$ cat src/rtl/source_text_tokenizer_assert.svh
// ----------------------------------------------------------------------------
// Assertion macros for the source text tokenizer.
// Each macro checks a property on the rising clock edge, disabled in reset.
// ----------------------------------------------------------------------------
`ifndef SOURCE_TEXT_TOKENIZER_ASSERT_SVH
`define SOURCE_TEXT_TOKENIZER_ASSERT_SVH

// Expression must hold at every edge.
`define STT_ASSERT_ALWAYS(label, clk, rstn, expr) \
    label: assert property (@(posedge clk) disable iff (!rstn) (expr)) \
        else $error("source_text_tokenizer: invariant violated");

// Consequent must hold in the same cycle as the antecedent.
`define STT_ASSERT_IMPLY(label, clk, rstn, ante, cons) \
    label: assert property (@(posedge clk) disable iff (!rstn) (ante) |-> (cons)) \
        else $error("source_text_tokenizer: implication violated");

// Consequent must hold in the cycle after the antecedent.
`define STT_ASSERT_NEXT(label, clk, rstn, ante, cons) \
    label: assert property (@(posedge clk) disable iff (!rstn) (ante) |=> (cons)) \
        else $error("source_text_tokenizer: next-cycle check violated");

`endif

$ cat src/rtl/stt_pkg.sv
// ----------------------------------------------------------------------------
// stt_pkg
// Shared widths, token kind codes, character constants, result types and
// character classification helpers for the source text tokenizer.
// ----------------------------------------------------------------------------
package stt_pkg;

    // Counter widths.
    localparam int POS_BITS    = 24;
    localparam int LINE_BITS   = 20;
    localparam int COLUMN_BITS = 16;

    localparam logic [POS_BITS-1:0]    POS_MAX  = '1;
    localparam logic [LINE_BITS-1:0]   LINE_MAX = '1;
    localparam logic [COLUMN_BITS-1:0] COL_MAX  = '1;

    // Result queue geometry. The depth must be a power of two, since the
    // pointers wrap at their width.
    localparam int QUEUE_DEPTH = 4;
    localparam int QPTR_BITS   = $clog2(QUEUE_DEPTH);
    localparam int QCNT_BITS   = $clog2(QUEUE_DEPTH + 1);

    typedef logic [4:0] kind_t;

    // Token kinds.
    localparam kind_t K_IDENT       = 5'd0;
    localparam kind_t K_STRUCT      = 5'd1;
    localparam kind_t K_RETURN      = 5'd2;
    localparam kind_t K_INT         = 5'd3;
    localparam kind_t K_FLOAT       = 5'd4;
    localparam kind_t K_STRING      = 5'd5;
    localparam kind_t K_DOT         = 5'd6;
    localparam kind_t K_DDOT        = 5'd7;
    localparam kind_t K_COMMA       = 5'd8;
    localparam kind_t K_ASSIGN      = 5'd9;
    localparam kind_t K_EQUAL       = 5'd10;
    localparam kind_t K_COLON       = 5'd11;
    localparam kind_t K_SEMI        = 5'd12;
    localparam kind_t K_STAR        = 5'd13;
    localparam kind_t K_AMP         = 5'd14;
    localparam kind_t K_SLASH       = 5'd15;
    localparam kind_t K_PLUS        = 5'd16;
    localparam kind_t K_MINUS       = 5'd17;
    localparam kind_t K_ARROW       = 5'd18;
    localparam kind_t K_LPAR        = 5'd19;
    localparam kind_t K_RPAR        = 5'd20;
    localparam kind_t K_LBRACE      = 5'd21;
    localparam kind_t K_RBRACE      = 5'd22;
    localparam kind_t K_LBRACK      = 5'd23;
    localparam kind_t K_RBRACK      = 5'd24;
    localparam kind_t K_UNKNOWN     = 5'd25;
    localparam kind_t K_UNSUPPORTED = 5'd26;
    localparam kind_t K_END         = 5'd27;

    // Characters with a special role.
    localparam logic [7:0] CH_UNDERSCORE = 8'h5F;
    localparam logic [7:0] CH_DOT        = 8'h2E;
    localparam logic [7:0] CH_SLASH      = 8'h2F;
    localparam logic [7:0] CH_GT         = 8'h3E;
    localparam logic [7:0] CH_EQ         = 8'h3D;
    localparam logic [7:0] CH_MINUS      = 8'h2D;
    localparam logic [7:0] CH_QUOTE      = 8'h22;
    localparam logic [7:0] CH_LF         = 8'h0A;
    localparam logic [7:0] CH_CR         = 8'h0D;
    localparam logic [8:0] NL_PAIR_SUM   = 9'd23;

    // One result item.
    typedef struct packed {
        kind_t                  kind;
        logic [POS_BITS-1:0]    start_pos;
        logic [POS_BITS-1:0]    length;
        logic [LINE_BITS-1:0]   line_no;
        logic [COLUMN_BITS-1:0] column_no;
        logic                   number_error;
        logic                   last;
    } result_t;

    // Results produced by one input transfer.
    typedef struct packed {
        logic [1:0]       count;
        result_t [1:0]    item;
    } push_t;

    function automatic result_t make_result(
        input kind_t                  kind,
        input logic [POS_BITS-1:0]    start_pos,
        input logic [POS_BITS-1:0]    length,
        input logic [LINE_BITS-1:0]   line_no,
        input logic [COLUMN_BITS-1:0] column_no,
        input logic                   number_error,
        input logic                   last
    );
        result_t r;
        r.kind         = kind;
        r.start_pos    = start_pos;
        r.length       = length;
        r.line_no      = line_no;
        r.column_no    = column_no;
        r.number_error = number_error;
        r.last         = last;
        return r;
    endfunction

    function automatic logic [POS_BITS-1:0] inc_pos(input logic [POS_BITS-1:0] v);
        return (v == POS_MAX) ? v : v + 1'b1;
    endfunction

    function automatic logic [LINE_BITS-1:0] inc_line(input logic [LINE_BITS-1:0] v);
        return (v == LINE_MAX) ? v : v + 1'b1;
    endfunction

    function automatic logic [COLUMN_BITS-1:0] inc_col(input logic [COLUMN_BITS-1:0] v);
        return (v == COL_MAX) ? v : v + 1'b1;
    endfunction

    function automatic logic is_letter(input logic [7:0] b);
        return ((b >= "a") && (b <= "z")) || ((b >= "A") && (b <= "Z"));
    endfunction

    function automatic logic is_digit(input logic [7:0] b);
        return (b >= "0") && (b <= "9");
    endfunction

    // TAB, LF, VT, CR and space.
    function automatic logic is_space(input logic [7:0] b);
        return (b == 8'd9) || (b == 8'd10) || (b == 8'd11) || (b == 8'd13) || (b == 8'd32);
    endfunction

    // Letters of the two keywords, by position.
    function automatic logic [7:0] struct_char(input logic [2:0] idx);
        logic [7:0] c;
        unique case (idx)
            3'd0:    c = "s";
            3'd1:    c = "t";
            3'd2:    c = "r";
            3'd3:    c = "u";
            3'd4:    c = "c";
            3'd5:    c = "t";
            default: c = 8'h00;
        endcase
        return c;
    endfunction

    function automatic logic [7:0] return_char(input logic [2:0] idx);
        logic [7:0] c;
        unique case (idx)
            3'd0:    c = "r";
            3'd1:    c = "e";
            3'd2:    c = "t";
            3'd3:    c = "u";
            3'd4:    c = "r";
            3'd5:    c = "n";
            default: c = 8'h00;
        endcase
        return c;
    endfunction

    // Kind of a one-character operator; anything else is unsupported.
    function automatic kind_t single_kind(input logic [7:0] c);
        kind_t k;
        unique case (c)
            ".":     k = K_DOT;
            "=":     k = K_ASSIGN;
            "-":     k = K_MINUS;
            "/":     k = K_SLASH;
            ",":     k = K_COMMA;
            ":":     k = K_COLON;
            ";":     k = K_SEMI;
            "*":     k = K_STAR;
            "&":     k = K_AMP;
            "+":     k = K_PLUS;
            "(":     k = K_LPAR;
            ")":     k = K_RPAR;
            "{":     k = K_LBRACE;
            "}":     k = K_RBRACE;
            "[":     k = K_LBRACK;
            "]":     k = K_RBRACK;
            default: k = K_UNSUPPORTED;
        endcase
        return k;
    endfunction

endpackage

$ cat src/rtl/source_text_tokenizer.sv
// ----------------------------------------------------------------------------
// source_text_tokenizer
// Streaming lexer: one source byte per input transfer, tokens out on the
// result channel.
//
//   Channel | Direction | Handshake          | Payload
//   --------+-----------+--------------------+-------------------------------
//   s_      | in        | s_valid / s_ready  | byte_req, end_mark
//   m_      | out       | m_valid / m_ready  | kind, start_pos, length,
//           |           |                    | line_no, column_no,
//           |           |                    | number_error, last
//
// One byte is accepted per cycle while s_ready is high; its tokens enter the
// result queue at the same edge and appear on m_ once earlier tokens are taken.
// A byte can yield two tokens; the four-entry result queue then drains one
// token per cycle while m_ready is high, and s_ready drops while more than
// two tokens wait. Reset is synchronous and clears the scanner and the queue.
// An end_mark transfer flushes the open token, emits the end token and
// returns the scanner to its reset state.
// ----------------------------------------------------------------------------
`include "source_text_tokenizer_assert.svh"

module source_text_tokenizer
    import stt_pkg::*;
(
    input  logic                   aclk,
    input  logic                   aresetn,

    input  logic                   s_valid,
    output logic                   s_ready,
    input  logic [7:0]             s_byte_req,
    input  logic                   s_end_mark,

    output logic                   m_valid,
    input  logic                   m_ready,
    output logic [4:0]             m_kind,
    output logic [POS_BITS-1:0]    m_start_pos,
    output logic [POS_BITS-1:0]    m_length,
    output logic [LINE_BITS-1:0]   m_line_no,
    output logic [COLUMN_BITS-1:0] m_column_no,
    output logic                   m_number_error,
    output logic                   m_last
);

    logic                 in_fire;
    logic                 out_fire;
    push_t                push;
    result_t              head;
    logic [QCNT_BITS-1:0] fill;
    logic                 end_shape_ok;

    // Room for the two tokens one byte can produce.
    assign s_ready  = (fill <= QCNT_BITS'(QUEUE_DEPTH - 2));
    assign in_fire  = s_valid & s_ready;
    assign m_valid  = (fill != '0);
    assign out_fire = m_valid & m_ready;

    stt_scanner u_scanner (
        .aclk        (aclk),
        .aresetn     (aresetn),
        .in_fire     (in_fire),
        .in_byte     (s_byte_req),
        .in_end_mark (s_end_mark),
        .push        (push)
    );

    stt_result_queue u_queue (
        .aclk    (aclk),
        .aresetn (aresetn),
        .push    (push),
        .pop     (out_fire),
        .head    (head),
        .fill    (fill)
    );

    // Result channel payload.
    assign m_kind         = head.kind;
    assign m_start_pos    = head.start_pos;
    assign m_length       = head.length;
    assign m_line_no      = head.line_no;
    assign m_column_no    = head.column_no;
    assign m_number_error = head.number_error;
    assign m_last         = head.last;

    // The end token is an empty token without a number error.
    assign end_shape_ok = (m_kind == K_END) && (m_length == '0) && !m_number_error;

    // Checks on queue occupancy and token shape.
    `STT_ASSERT_ALWAYS(a_fill_bound, aclk, aresetn, fill <= QCNT_BITS'(QUEUE_DEPTH))
    `STT_ASSERT_IMPLY(a_stall_has_waiting, aclk, aresetn, !s_ready, m_valid)
    `STT_ASSERT_NEXT(a_end_gives_token, aclk, aresetn, in_fire && s_end_mark, m_valid)
    `STT_ASSERT_IMPLY(a_last_shape, aclk, aresetn, m_valid && m_last, end_shape_ok)

endmodule

$ cat src/rtl/stt_scanner.sv
// ----------------------------------------------------------------------------
// stt_scanner
// Scanner state and the per-byte update. Each accepted transfer updates the
// state and yields zero, one or two result items.
// ----------------------------------------------------------------------------
module stt_scanner
    import stt_pkg::*;
(
    input  logic       aclk,
    input  logic       aresetn,
    input  logic       in_fire,
    input  logic [7:0] in_byte,
    input  logic       in_end_mark,
    output push_t      push
);

    // Scan modes.
    localparam logic [2:0] M_IDLE       = 3'd0;
    localparam logic [2:0] M_IDENT      = 3'd1;
    localparam logic [2:0] M_NUMBER     = 3'd2;
    localparam logic [2:0] M_NUMBER_DOT = 3'd3;
    localparam logic [2:0] M_OP         = 3'd4;
    localparam logic [2:0] M_STRING     = 3'd5;
    localparam logic [2:0] M_COMMENT    = 3'd6;

    logic [2:0]             mode_reg, mode_next;
    logic [POS_BITS-1:0]    pos_reg, pos_next;
    logic [LINE_BITS-1:0]   line_reg, line_next;
    logic [COLUMN_BITS-1:0] col_reg, col_next;
    logic [POS_BITS-1:0]    tok_start_reg, tok_start_next;
    logic [POS_BITS-1:0]    tok_len_reg, tok_len_next;
    logic [LINE_BITS-1:0]   tok_line_reg, tok_line_next;
    logic [COLUMN_BITS-1:0] tok_col_reg, tok_col_next;
    logic [1:0]             kw_reg, kw_next;
    logic                   seen_dot_reg, seen_dot_next;
    logic                   dot_err_reg, dot_err_next;
    logic [7:0]             pend_char_reg, pend_char_next;
    logic [7:0]             last_nl_reg, last_nl_next;

    logic                   nl_now;
    logic                   do_fresh;
    logic [1:0]             res_cnt;
    result_t                res_a [2];
    kind_t                  ident_kind;

    // Keyword class of the identifier held in the token registers.
    always_comb begin
        if ((tok_len_reg == POS_BITS'(6)) && kw_reg[0]) begin
            ident_kind = K_STRUCT;
        end else if ((tok_len_reg == POS_BITS'(6)) && kw_reg[1]) begin
            ident_kind = K_RETURN;
        end else begin
            ident_kind = K_IDENT;
        end
    end

    // Per-byte state update and token emission.
    always_comb begin
        mode_next      = mode_reg;
        pos_next       = pos_reg;
        line_next      = line_reg;
        col_next       = col_reg;
        tok_start_next = tok_start_reg;
        tok_len_next   = tok_len_reg;
        tok_line_next  = tok_line_reg;
        tok_col_next   = tok_col_reg;
        kw_next        = kw_reg;
        seen_dot_next  = seen_dot_reg;
        dot_err_next   = dot_err_reg;
        pend_char_next = pend_char_reg;
        last_nl_next   = last_nl_reg;
        nl_now         = 1'b0;
        do_fresh       = 1'b0;
        res_cnt        = 2'd0;
        res_a[0]       = '0;
        res_a[1]       = '0;

        if (in_end_mark) begin
            // Flush the open token, emit the end token, return to reset state.
            unique case (mode_reg)
                M_IDENT: begin
                    res_a[res_cnt[0]] = make_result(ident_kind, tok_start_reg, tok_len_reg,
                                                    tok_line_reg, tok_col_reg, 1'b0, 1'b0);
                    res_cnt = res_cnt + 2'd1;
                end
                M_NUMBER: begin
                    res_a[res_cnt[0]] = make_result(seen_dot_reg ? K_FLOAT : K_INT,
                                                    tok_start_reg, tok_len_reg, tok_line_reg,
                                                    tok_col_reg, dot_err_reg, 1'b0);
                    res_cnt = res_cnt + 2'd1;
                end
                M_NUMBER_DOT: begin
                    // The waiting dot belongs to the number.
                    res_a[res_cnt[0]] = make_result(K_FLOAT, tok_start_reg,
                                                    inc_pos(tok_len_reg), tok_line_reg,
                                                    tok_col_reg, dot_err_reg | seen_dot_reg,
                                                    1'b0);
                    res_cnt = res_cnt + 2'd1;
                end
                M_OP: begin
                    res_a[res_cnt[0]] = make_result(single_kind(pend_char_reg), tok_start_reg,
                                                    tok_len_reg, tok_line_reg, tok_col_reg,
                                                    1'b0, 1'b0);
                    res_cnt = res_cnt + 2'd1;
                end
                M_STRING: begin
                    res_a[res_cnt[0]] = make_result(K_STRING, tok_start_reg, tok_len_reg,
                                                    tok_line_reg, tok_col_reg, 1'b0, 1'b0);
                    res_cnt = res_cnt + 2'd1;
                end
                default: begin
                end
            endcase
            res_a[res_cnt[0]] = make_result(K_END, pos_reg, '0, line_reg, col_reg,
                                            1'b0, 1'b1);
            res_cnt = res_cnt + 2'd1;

            mode_next      = M_IDLE;
            pos_next       = '0;
            line_next      = LINE_BITS'(1);
            col_next       = COLUMN_BITS'(1);
            tok_start_next = '0;
            tok_len_next   = '0;
            tok_line_next  = LINE_BITS'(1);
            tok_col_next   = COLUMN_BITS'(1);
            kw_next        = 2'b11;
            seen_dot_next  = 1'b0;
            dot_err_next   = 1'b0;
            pend_char_next = '0;
            last_nl_next   = '0;
        end else if ((last_nl_reg != 8'd0) &&
                     (({1'b0, in_byte} + {1'b0, last_nl_reg}) == NL_PAIR_SUM)) begin
            // Second byte of a CR LF or LF CR pair: only the position moves.
            last_nl_next = '0;
            pos_next     = inc_pos(pos_reg);
        end else begin
            last_nl_next = '0;

            unique case (mode_reg)
                M_STRING: begin
                    if (in_byte == CH_QUOTE) begin
                        res_a[res_cnt[0]] = make_result(K_STRING, tok_start_reg, tok_len_reg,
                                                        tok_line_reg, tok_col_reg, 1'b0, 1'b0);
                        res_cnt   = res_cnt + 2'd1;
                        mode_next = M_IDLE;
                    end else begin
                        tok_len_next = inc_pos(tok_len_reg);
                    end
                end
                M_COMMENT: begin
                    if ((in_byte == CH_LF) || (in_byte == CH_CR)) begin
                        do_fresh = 1'b1;
                    end
                end
                M_IDENT: begin
                    if (is_letter(in_byte) || is_digit(in_byte) ||
                        (in_byte == CH_UNDERSCORE)) begin
                        if ((tok_len_reg >= POS_BITS'(6)) ||
                            (in_byte != struct_char(tok_len_reg[2:0]))) begin
                            kw_next[0] = 1'b0;
                        end
                        if ((tok_len_reg >= POS_BITS'(6)) ||
                            (in_byte != return_char(tok_len_reg[2:0]))) begin
                            kw_next[1] = 1'b0;
                        end
                        tok_len_next = inc_pos(tok_len_reg);
                    end else begin
                        res_a[res_cnt[0]] = make_result(ident_kind, tok_start_reg, tok_len_reg,
                                                        tok_line_reg, tok_col_reg, 1'b0, 1'b0);
                        res_cnt  = res_cnt + 2'd1;
                        do_fresh = 1'b1;
                    end
                end
                M_NUMBER, M_NUMBER_DOT: begin
                    if ((mode_reg == M_NUMBER_DOT) && (in_byte == CH_DOT)) begin
                        // Number ends before the first dot; a range operator follows.
                        res_a[res_cnt[0]] = make_result(seen_dot_reg ? K_FLOAT : K_INT,
                                                        tok_start_reg, tok_len_reg,
                                                        tok_line_reg, tok_col_reg,
                                                        dot_err_reg, 1'b0);
                        res_cnt = res_cnt + 2'd1;
                        res_a[res_cnt[0]] = make_result(
                            K_DDOT,
                            (pos_reg != '0) ? pos_reg - 1'b1 : '0,
                            POS_BITS'(2),
                            line_reg,
                            (col_reg > COLUMN_BITS'(1)) ? col_reg - 1'b1 : COLUMN_BITS'(1),
                            1'b0, 1'b0);
                        res_cnt   = res_cnt + 2'd1;
                        mode_next = M_IDLE;
                    end else begin
                        // A waiting dot joins the number first.
                        if (mode_reg == M_NUMBER_DOT) begin
                            dot_err_next  = dot_err_reg | seen_dot_reg;
                            seen_dot_next = 1'b1;
                            tok_len_next  = inc_pos(tok_len_reg);
                            mode_next     = M_NUMBER;
                        end
                        if (is_digit(in_byte)) begin
                            tok_len_next = inc_pos(tok_len_next);
                        end else if (in_byte == CH_DOT) begin
                            mode_next = M_NUMBER_DOT;
                        end else begin
                            res_a[res_cnt[0]] = make_result(seen_dot_next ? K_FLOAT : K_INT,
                                                            tok_start_reg, tok_len_next,
                                                            tok_line_reg, tok_col_reg,
                                                            dot_err_next, 1'b0);
                            res_cnt  = res_cnt + 2'd1;
                            do_fresh = 1'b1;
                        end
                    end
                end
                M_OP: begin
                    if (((pend_char_reg == CH_DOT) && (in_byte == CH_DOT)) ||
                        ((pend_char_reg == CH_EQ) && (in_byte == CH_EQ)) ||
                        ((pend_char_reg == CH_MINUS) && (in_byte == CH_GT))) begin
                        tok_len_next = POS_BITS'(2);
                        res_a[res_cnt[0]] = make_result(
                            (pend_char_reg == CH_DOT) ? K_DDOT :
                            (pend_char_reg == CH_EQ) ? K_EQUAL : K_ARROW,
                            tok_start_reg, POS_BITS'(2), tok_line_reg, tok_col_reg,
                            1'b0, 1'b0);
                        res_cnt   = res_cnt + 2'd1;
                        mode_next = M_IDLE;
                    end else if ((pend_char_reg == CH_SLASH) && (in_byte == CH_SLASH)) begin
                        mode_next = M_COMMENT;
                    end else begin
                        res_a[res_cnt[0]] = make_result(single_kind(pend_char_reg),
                                                        tok_start_reg, tok_len_reg,
                                                        tok_line_reg, tok_col_reg,
                                                        1'b0, 1'b0);
                        res_cnt  = res_cnt + 2'd1;
                        do_fresh = 1'b1;
                    end
                end
                default: begin
                    do_fresh = 1'b1;
                end
            endcase

            // Start of a new token, or a byte seen with the scanner idle.
            if (do_fresh) begin
                mode_next = M_IDLE;
                if (is_letter(in_byte)) begin
                    mode_next      = M_IDENT;
                    tok_start_next = pos_reg;
                    tok_line_next  = line_reg;
                    tok_col_next   = col_reg;
                    tok_len_next   = POS_BITS'(1);
                    kw_next        = {in_byte == return_char(3'd0),
                                      in_byte == struct_char(3'd0)};
                end else if (is_digit(in_byte)) begin
                    mode_next      = M_NUMBER;
                    tok_start_next = pos_reg;
                    tok_line_next  = line_reg;
                    tok_col_next   = col_reg;
                    tok_len_next   = POS_BITS'(1);
                    seen_dot_next  = 1'b0;
                    dot_err_next   = 1'b0;
                end else if (is_space(in_byte)) begin
                    if ((in_byte == CH_LF) || (in_byte == CH_CR)) begin
                        last_nl_next = in_byte;
                        nl_now       = 1'b1;
                    end
                end else if ((in_byte >= 8'd33) && (in_byte <= 8'd126)) begin
                    if (in_byte == CH_QUOTE) begin
                        // String content starts after the quote.
                        mode_next      = M_STRING;
                        tok_start_next = inc_pos(pos_reg);
                        tok_line_next  = line_reg;
                        tok_col_next   = inc_col(col_reg);
                        tok_len_next   = '0;
                    end else if ((in_byte == CH_DOT) || (in_byte == CH_EQ) ||
                                 (in_byte == CH_MINUS) || (in_byte == CH_SLASH)) begin
                        mode_next      = M_OP;
                        pend_char_next = in_byte;
                        tok_start_next = pos_reg;
                        tok_line_next  = line_reg;
                        tok_col_next   = col_reg;
                        tok_len_next   = POS_BITS'(1);
                    end else begin
                        res_a[res_cnt[0]] = make_result(single_kind(in_byte), pos_reg,
                                                        POS_BITS'(1), line_reg, col_reg,
                                                        1'b0, 1'b0);
                        res_cnt = res_cnt + 2'd1;
                    end
                end else begin
                    res_a[res_cnt[0]] = make_result(K_UNKNOWN, pos_reg, POS_BITS'(1),
                                                    line_reg, col_reg, 1'b0, 1'b0);
                    res_cnt = res_cnt + 2'd1;
                end
            end

            // Advance position, line and column.
            pos_next = inc_pos(pos_reg);
            if (nl_now) begin
                line_next = inc_line(line_reg);
                col_next  = COLUMN_BITS'(1);
            end else begin
                col_next = inc_col(col_reg);
            end
        end
    end

    // Results handed to the queue on a transfer.
    assign push.count   = in_fire ? res_cnt : 2'd0;
    assign push.item[0] = res_a[0];
    assign push.item[1] = res_a[1];

    // Scanner state registers.
    always_ff @(posedge aclk) begin
        if (!aresetn) begin
            mode_reg      <= M_IDLE;
            pos_reg       <= '0;
            line_reg      <= LINE_BITS'(1);
            col_reg       <= COLUMN_BITS'(1);
            tok_start_reg <= '0;
            tok_len_reg   <= '0;
            tok_line_reg  <= LINE_BITS'(1);
            tok_col_reg   <= COLUMN_BITS'(1);
            kw_reg        <= 2'b11;
            seen_dot_reg  <= 1'b0;
            dot_err_reg   <= 1'b0;
            pend_char_reg <= '0;
            last_nl_reg   <= '0;
        end else if (in_fire) begin
            mode_reg      <= mode_next;
            pos_reg       <= pos_next;
            line_reg      <= line_next;
            col_reg       <= col_next;
            tok_start_reg <= tok_start_next;
            tok_len_reg   <= tok_len_next;
            tok_line_reg  <= tok_line_next;
            tok_col_reg   <= tok_col_next;
            kw_reg        <= kw_next;
            seen_dot_reg  <= seen_dot_next;
            dot_err_reg   <= dot_err_next;
            pend_char_reg <= pend_char_next;
            last_nl_reg   <= last_nl_next;
        end
    end

endmodule

$ cat src/rtl/stt_result_queue.sv
// ----------------------------------------------------------------------------
// stt_result_queue
// Small result queue: takes up to two items per cycle from the scanner and
// hands out one item per output transfer.
// ----------------------------------------------------------------------------
module stt_result_queue
    import stt_pkg::*;
(
    input  logic                 aclk,
    input  logic                 aresetn,
    input  push_t                push,
    input  logic                 pop,
    output result_t              head,
    output logic [QCNT_BITS-1:0] fill
);

    result_t              q_reg [QUEUE_DEPTH];
    logic [QPTR_BITS-1:0] wr_ptr_reg, wr_ptr_next;
    logic [QPTR_BITS-1:0] rd_ptr_reg, rd_ptr_next;
    logic [QCNT_BITS-1:0] fill_reg, fill_next;
    logic [QPTR_BITS-1:0] wr_ptr_second;

    assign wr_ptr_second = wr_ptr_reg + 1'b1;

    // Pointer and fill level update.
    always_comb begin
        wr_ptr_next = wr_ptr_reg + QPTR_BITS'(push.count);
        rd_ptr_next = rd_ptr_reg + QPTR_BITS'(pop);
        fill_next   = fill_reg + QCNT_BITS'(push.count) - QCNT_BITS'(pop);
    end

    always_ff @(posedge aclk) begin
        if (!aresetn) begin
            wr_ptr_reg <= '0;
            rd_ptr_reg <= '0;
            fill_reg   <= '0;
        end else begin
            wr_ptr_reg <= wr_ptr_next;
            rd_ptr_reg <= rd_ptr_next;
            fill_reg   <= fill_next;
        end
    end

    // Storage; the second item goes one slot after the first.
    always_ff @(posedge aclk) begin
        if (push.count != 2'd0) begin
            q_reg[wr_ptr_reg] <= push.item[0];
        end
        if (push.count == 2'd2) begin
            q_reg[wr_ptr_second] <= push.item[1];
        end
    end

    assign head = q_reg[rd_ptr_reg];
    assign fill = fill_reg;

endmodule
$ cat config.mk
export PLATFORM = sky130hd
export DESIGN_NAME = source_text_tokenizer
export DESIGN_NICKNAME = d
export VERILOG_FILES = /design/src/rtl/stt_pkg.sv /design/src/rtl/source_text_tokenizer.sv /design/src/rtl/stt_scanner.sv /design/src/rtl/stt_result_queue.sv
export VERILOG_INCLUDE_DIRS = /design/src /design/src/rtl
export SDC_FILE = /design/constraint.sdc
export NUM_CORES = 2
export LEC_CHECK = 0
export ABC_AREA = 0
export BUFFER_PORTS_ARGS = -buffer_cell sky130_fd_sc_hd__buf_4
export CAP_MARGIN = 20
export CORE_MARGIN = 1
export CORE_UTILIZATION = 40
export DETAILED_ROUTE_END_ITERATION = 8
export GPL_ROUTABILITY_DRIVEN = 0
export PLACE_DENSITY = 0.51
export SLEW_MARGIN = 20
export SYNTH_ARGS = -nofsm -noshare
export SYNTH_HDL_FRONTEND = slang
export SYNTH_HIERARCHICAL = 1
export SYNTH_SLANG_ARGS = --single-unit
$ cat constraint.sdc
create_clock -name aclk -period 27.9 [get_ports aclk]
set_input_delay 0 -clock aclk [delete_from_list [all_inputs] [get_ports aclk]]
set_output_delay 0 -clock aclk [all_outputs]
set_load 0.05 [all_outputs]
## Word level (Yosys, flattened, before mapping)

Memories as Yosys holds them, arrays and structs flattened. A register that Yosys moved wholly into a read port is not among the register bits.
Index checks and enable logic that the tools add are counted.

- Bits in writable memories: 364
- Flip-flop bits (word level): 174
- Output and inout port bits: 93
- Memories: 1
- Bits in latches: 0
- ROM bits: 0
- Input port bits: 13
- Word-level logic and storage cells: 398

Memories:

| memory | depth | width | rd ports | clocked after Yosys merged registers in | wr ports | line | text |
|---|---|---|---|---|---|---|---|
| u_queue.q_reg | 4 | 91 | 1 | 1 | 2 | stt_result_queue.sv:17 | `result_t q_reg [QUEUE_DEPTH];` |

- Order comparisons: 15
- $mul: 0
- Div/mod/pow operators: 0
- Muxes and demuxes: 224
- Equal/unequal tests: 72
- Add/subtract/negate cells: 15
- Reduce and logical (&&, ||, !) cells: 50
- Bitwise gates (word level): 5
- Shifts and indexed selects: 0

Operators with widths:

| cell | count |
|---|---|
| $mux W182 | 9 |
| $mux W91 | 14 |
| $mux W24 | 33 |
| $bwmux W182 | 3 |
| $pmux W91 S5 | 1 |
| $pmux W91 S4 | 1 |
| $mux W20 | 13 |
| $mux W16 | 14 |
| $eq A8 B6 Y1 const B | 27 |
| $mux W8 | 24 |
| $demux W91 S1 | 2 |
| $mux W89 | 2 |
| $pmux W5 S16 | 2 |
| $pmux W24 S4 | 1 |
| $eq A8 B7 Y1 const B | 11 |
| $add A24 B1 Y24 const B | 3 |
| $eq A24 B24 Y1 const B | 3 |
| $pmux W7 S5 | 2 |
| $mux W5 | 12 |
| $mux W3 | 18 |
| $mux W2 | 24 |
| $mux W1 | 46 |
| $eq A8 B4 Y1 const B | 4 |
| $eq A24 B3 Y1 const B | 1 |
| 52 further kinds | 111 |

## Depth between registers and ports, before layout

- Word-level depth: 24
- Mapped depth: 18
- Mapped depth without buffers: 16

## Hierarchy

Netlist, hierarchy kept.

Modules (own cells, without submodules):

| module | sequential area each (µm²) | times used | cells each | area each (µm²) |
|---|---|---|---|---|
| stt_result_queue | 11070.6 | 1 | 919 | 17936.0 |
| stt_scanner | 3343.2 | 1 | 2513 | 16343.2 |
| source_text_tokenizer | 0.0 | 1 | 4 | 31.3 |

## Worst setup path before layout

No wires, ideal clock.

- Path type: register to register
- From: reg u_scanner.pend_char_reg[5]
- To: mem u_queue/q_reg[0][0] (netlist bit) (enable)
- Setup time: 0.666 ns
- Period minus slack after synthesis: 10.462 ns
- Path buffers: 0
- Required time: 27.234 ns
- Arrival: 9.795 ns
- Stages on the path, launching flop included: 14
- Setup slack: 17.438 ns
- Cell sequence: dfxtp_1 > or3b_2 > or3_1 > nor4_1 > nor2_1 > nor3_2 > inv_1 > ha_1 > nand2_1 > a21oi_1 > nor3_1 > nor3_1 > o21bai_1 > o21ai_0

RTL lines:

| item | line | text |
|---|---|---|
| start: declaration | stt_scanner.sv:37 | `logic [7:0] pend_char_reg, pend_char_next;` |
| start signal: assignment | stt_scanner.sv:338 | `pend_char_reg <= pend_char_next;` |
| end: declaration | stt_result_queue.sv:17 |  |

==> results.tsv <==
stage	metric	value	unit
timing	hold_viol	0	
timing	rsz0062_at_grt	no	
clocking	h-tree-depth	2	
die	rows	107	
timing	tns	0	ns
placed_design	dpl.hpwl	73.3	mm
synthesis	yosys_register_bits	538	
critical_path	cp_top_family	simple AND/OR/NAND/NOR gates	
finish	nets	3423	
die	ios	106	
synthesis	syn-cell-area	34300	um^2
synthesis	yosysSeqAreaShare	0.420	
clocking	clock-sinks	538	
global_routing	grtUsageMet1	0.358	
synthesis	synth-warning-count	6	
drt	drc_errors	0	
finish	area_growth_syn_to_layout	10.5	%
placed_design	place_area	35700	um^2
finish	largest_register_ff_count	364	
clocking	cts_tree	yes	
global_routing	met3_usage	0.0398	
synthesis	synthArstFlopShare	0	
worst_hold_path	timing.hold.worst.class	in -> reg	
drt	dr.pass1.iters	6	
critical_path	cp_cell_sequence	or3b_2 -> or3_1 -> nor4_1 -> nor2_1 -> nor3_2 -> inv_1 -> ha_1 -> nand2_1 -> a21oi_1 -> nor3_1 -> nor3_1 -> mux2i_1 -> nor2_4 -> buf_4 -> buf_4	
timing	min_period	6.67	ns
global_routing	grt_pass1_vias	27738	
timing	relSlewSlack	0.235	
critical_path	path_class	reg -> reg	
synthesis	synth_top_area_cell	edfxtp_1	
die	dieWidth	295	um
die	coreArea	85000	um^2
global_routing	grt_pass1_wl	175	mm
critical_path	path_buf_inv	3	
critical_path	start_kind	flip-flop	
die	die_h	295	um
clocking	cts_buffers	61	
drt	ant_nets	0	
synthesis	synthesis.instances	3436	
synthesis	synth_area_per_cell	9.99	um^2
timing	setup_viol	0	
global_routing	antenna_found_initial	2	
drt	num_vias	28521	
synthesis	synth_cell_types	106	
synthesis	synth_edf_count	364	
timing	tightest_slew	1.13	ns
flow_run	cap_violations	0	
finish	post-route-cell-area	37900	um^2
synthesis	synthTopCellsByCount	nand2_1, edfxtp_1, mux2_2	
die	start_util	0.404	
synthesis	synth.area.top_cells	edfxtp_1, dfxtp_1, mux2_2	
die	die_area	87000	um^2
timing	maxSlewViolCount	0	
clocking	clkLatencyLatePin	0.64	ns
pwr	ir_drop	0.0502	mV
clocking	path_clk_slew	0.06	ns
timing	max_freq	0.150	GHz
pwr	power.density	71.1	nW/um^2
timing	timing.final.crit_share	0.239	
clocking	clock_path_buffers	3	
clocking	root_buffer	clkbuf_16	
drt	vias_per_cell	6.23	
finish	layout-drive-gt1-share	0.209	
synthesis	yosysMostFrequentCell	nand2_1	
placed_design	io_buffers	105	
synthesis	ys.flop_type	edfxtp_1	
drt	wl_per_cell	25.5	um
global_routing	grt_start_max_net_pins	77	
critical_path	end_kind	flip-flop	
global_routing	track_usage	0.264	
pwr	power.leakage	12.9	nW
global_routing	grt_overflow_total	0	
global_routing	grtUsageMet2	0.430	
critical_path	worst_path_largest_cell_delay	0.88	ns
drt	routed_wl	117	mm
critical_path	cp_slowest_cell	nor3_1	
drt	drt-initial-drc-count	2728	
critical_path	arrival	6.93	ns
synthesis	synth_top_area_frac	0.319	
critical_path	worstPathMaxFanout	45	
outcome	status	finished, final reports clean	
timing	worst_hold_slack	0.0883	ns
critical_path	crit_required	28.16	ns
timing	finClkSkew	0.0264	ns
global_routing	busiest_layer	met2	
==> layout by cell type (no fill, tap or decap), types with 15 or more instances in the layout <==
cell,n
a211oi_1,18
a21oi_1,219
a22o_1,28
a22oi_1,64
a31oi_1,30
and2_1,45
and3_1,40
buf_4,161
clkbuf_1,16
clkbuf_16,62
clkinv_2,15
conb_1,23
dfxtp_1,172
edfxtp_1,364
ha_1,27
inv_1,37
mux2_1,88
mux2_2,278
mux4_2,91
nand2_1,386
nand2b_1,24
nand3_1,78
nand4_1,32
nor2_1,243
nor3_1,117
nor4_1,33
o21ai_0,213
o221a_2,19
o22ai_1,35
o31ai_1,17
or3_1,40
or4_1,17
xnor2_1,41
xor2_1,45
==> stage by stage <==
stage	setup slack [ns]	power (mW)	utilization	std cells
6_report	21.23	2.70	0.446	4581
3_5_place_dp	21.25	1.88	0.420	4451
4_1_cts	21.21	2.72	0.446	4578
5_1_grt	20.99	2.79	0.446	4578
2_1_floorplan	17.44	1.61	-	3458
3_3_place_gp	21.29	1.87	0.420	4449
==> logic make-up after synthesis <==
group | share of synthesized area
AND/OR/NAND/NOR | 0.164
AO/OA/AOI/OAI | 0.151
flip-flops | 0.420
multiplexers | 0.182
buffers and inverters | 0.0484
XOR/XNOR | 0.0240
adder cells (fa/ha/maj) | 0.0110
other | 0.000109
==> worst paths after layout <==
path                                                  end                                    start  slack, ns  depth (start not counted)
setup / recovery           u_queue/q_reg[3][26]$_DFFE_PP_  u_scanner/pend_char_reg[5]$_SDFFE_PN0P_      21.23                         15
hold reg to reg     u_scanner/tok_col_reg[9]$_SDFFE_PN0P_    u_scanner/tok_col_reg[9]$_SDFFE_PN0P_       0.45                          2
hold / removal    u_scanner/pend_char_reg[4]$_SDFFE_PN0P_                            s_byte_req[4]       0.09                          4
setup reg to reg           u_queue/q_reg[3][26]$_DFFE_PP_  u_scanner/pend_char_reg[5]$_SDFFE_PN0P_      21.23                         15
==> report_power, final <==
group          total (mW)  switching [mW]  internal, mW
sequential           1.02          0.0464         0.969
combinational       0.845           0.582         0.263
clock               0.837           0.346         0.490
==> routing by layer <==
layer,up-vias,share of wire
met2,1251,0.46
met5,-,0
met1,14194,0.43
li1,12834,-
met4,0,0.034
met3,242,0.072
==> cell type report <==
| class | instances | area [um^2] |
|---|---|---|
| antenna | 3 | 7.51 |
| clock buffer | 84 | 1690 |
| clock inverter | 32 | 374 |
| fill | 8048 | 47100 |
| inverter | 39 | 148 |
| multi-input combinational | 2567 | 18500 |
| sequential | 538 | 14400 |
| tap | 1144 | 1430 |
| timing repair buffer | 174 | 1360 |
==> worst register-to-register path, delay by kind of cell (launching register included) <==
kind | cells | cell delay (ns)
compound gates | 1 | 0.18
fa+ha+maj | 1 | 0.32
buf+inv | 3 | 1.52
flops | 1 | 0.41
mux | 1 | 0.36
simple gates | 9 | 3.48
==> repair_timing <==
action,CTS,global route
endpoints found under the hold margin,33,0
gates resized for setup,0,0
setup buffers,0,0
hold buffers,11,0
(Power assumes the default switching activity.)
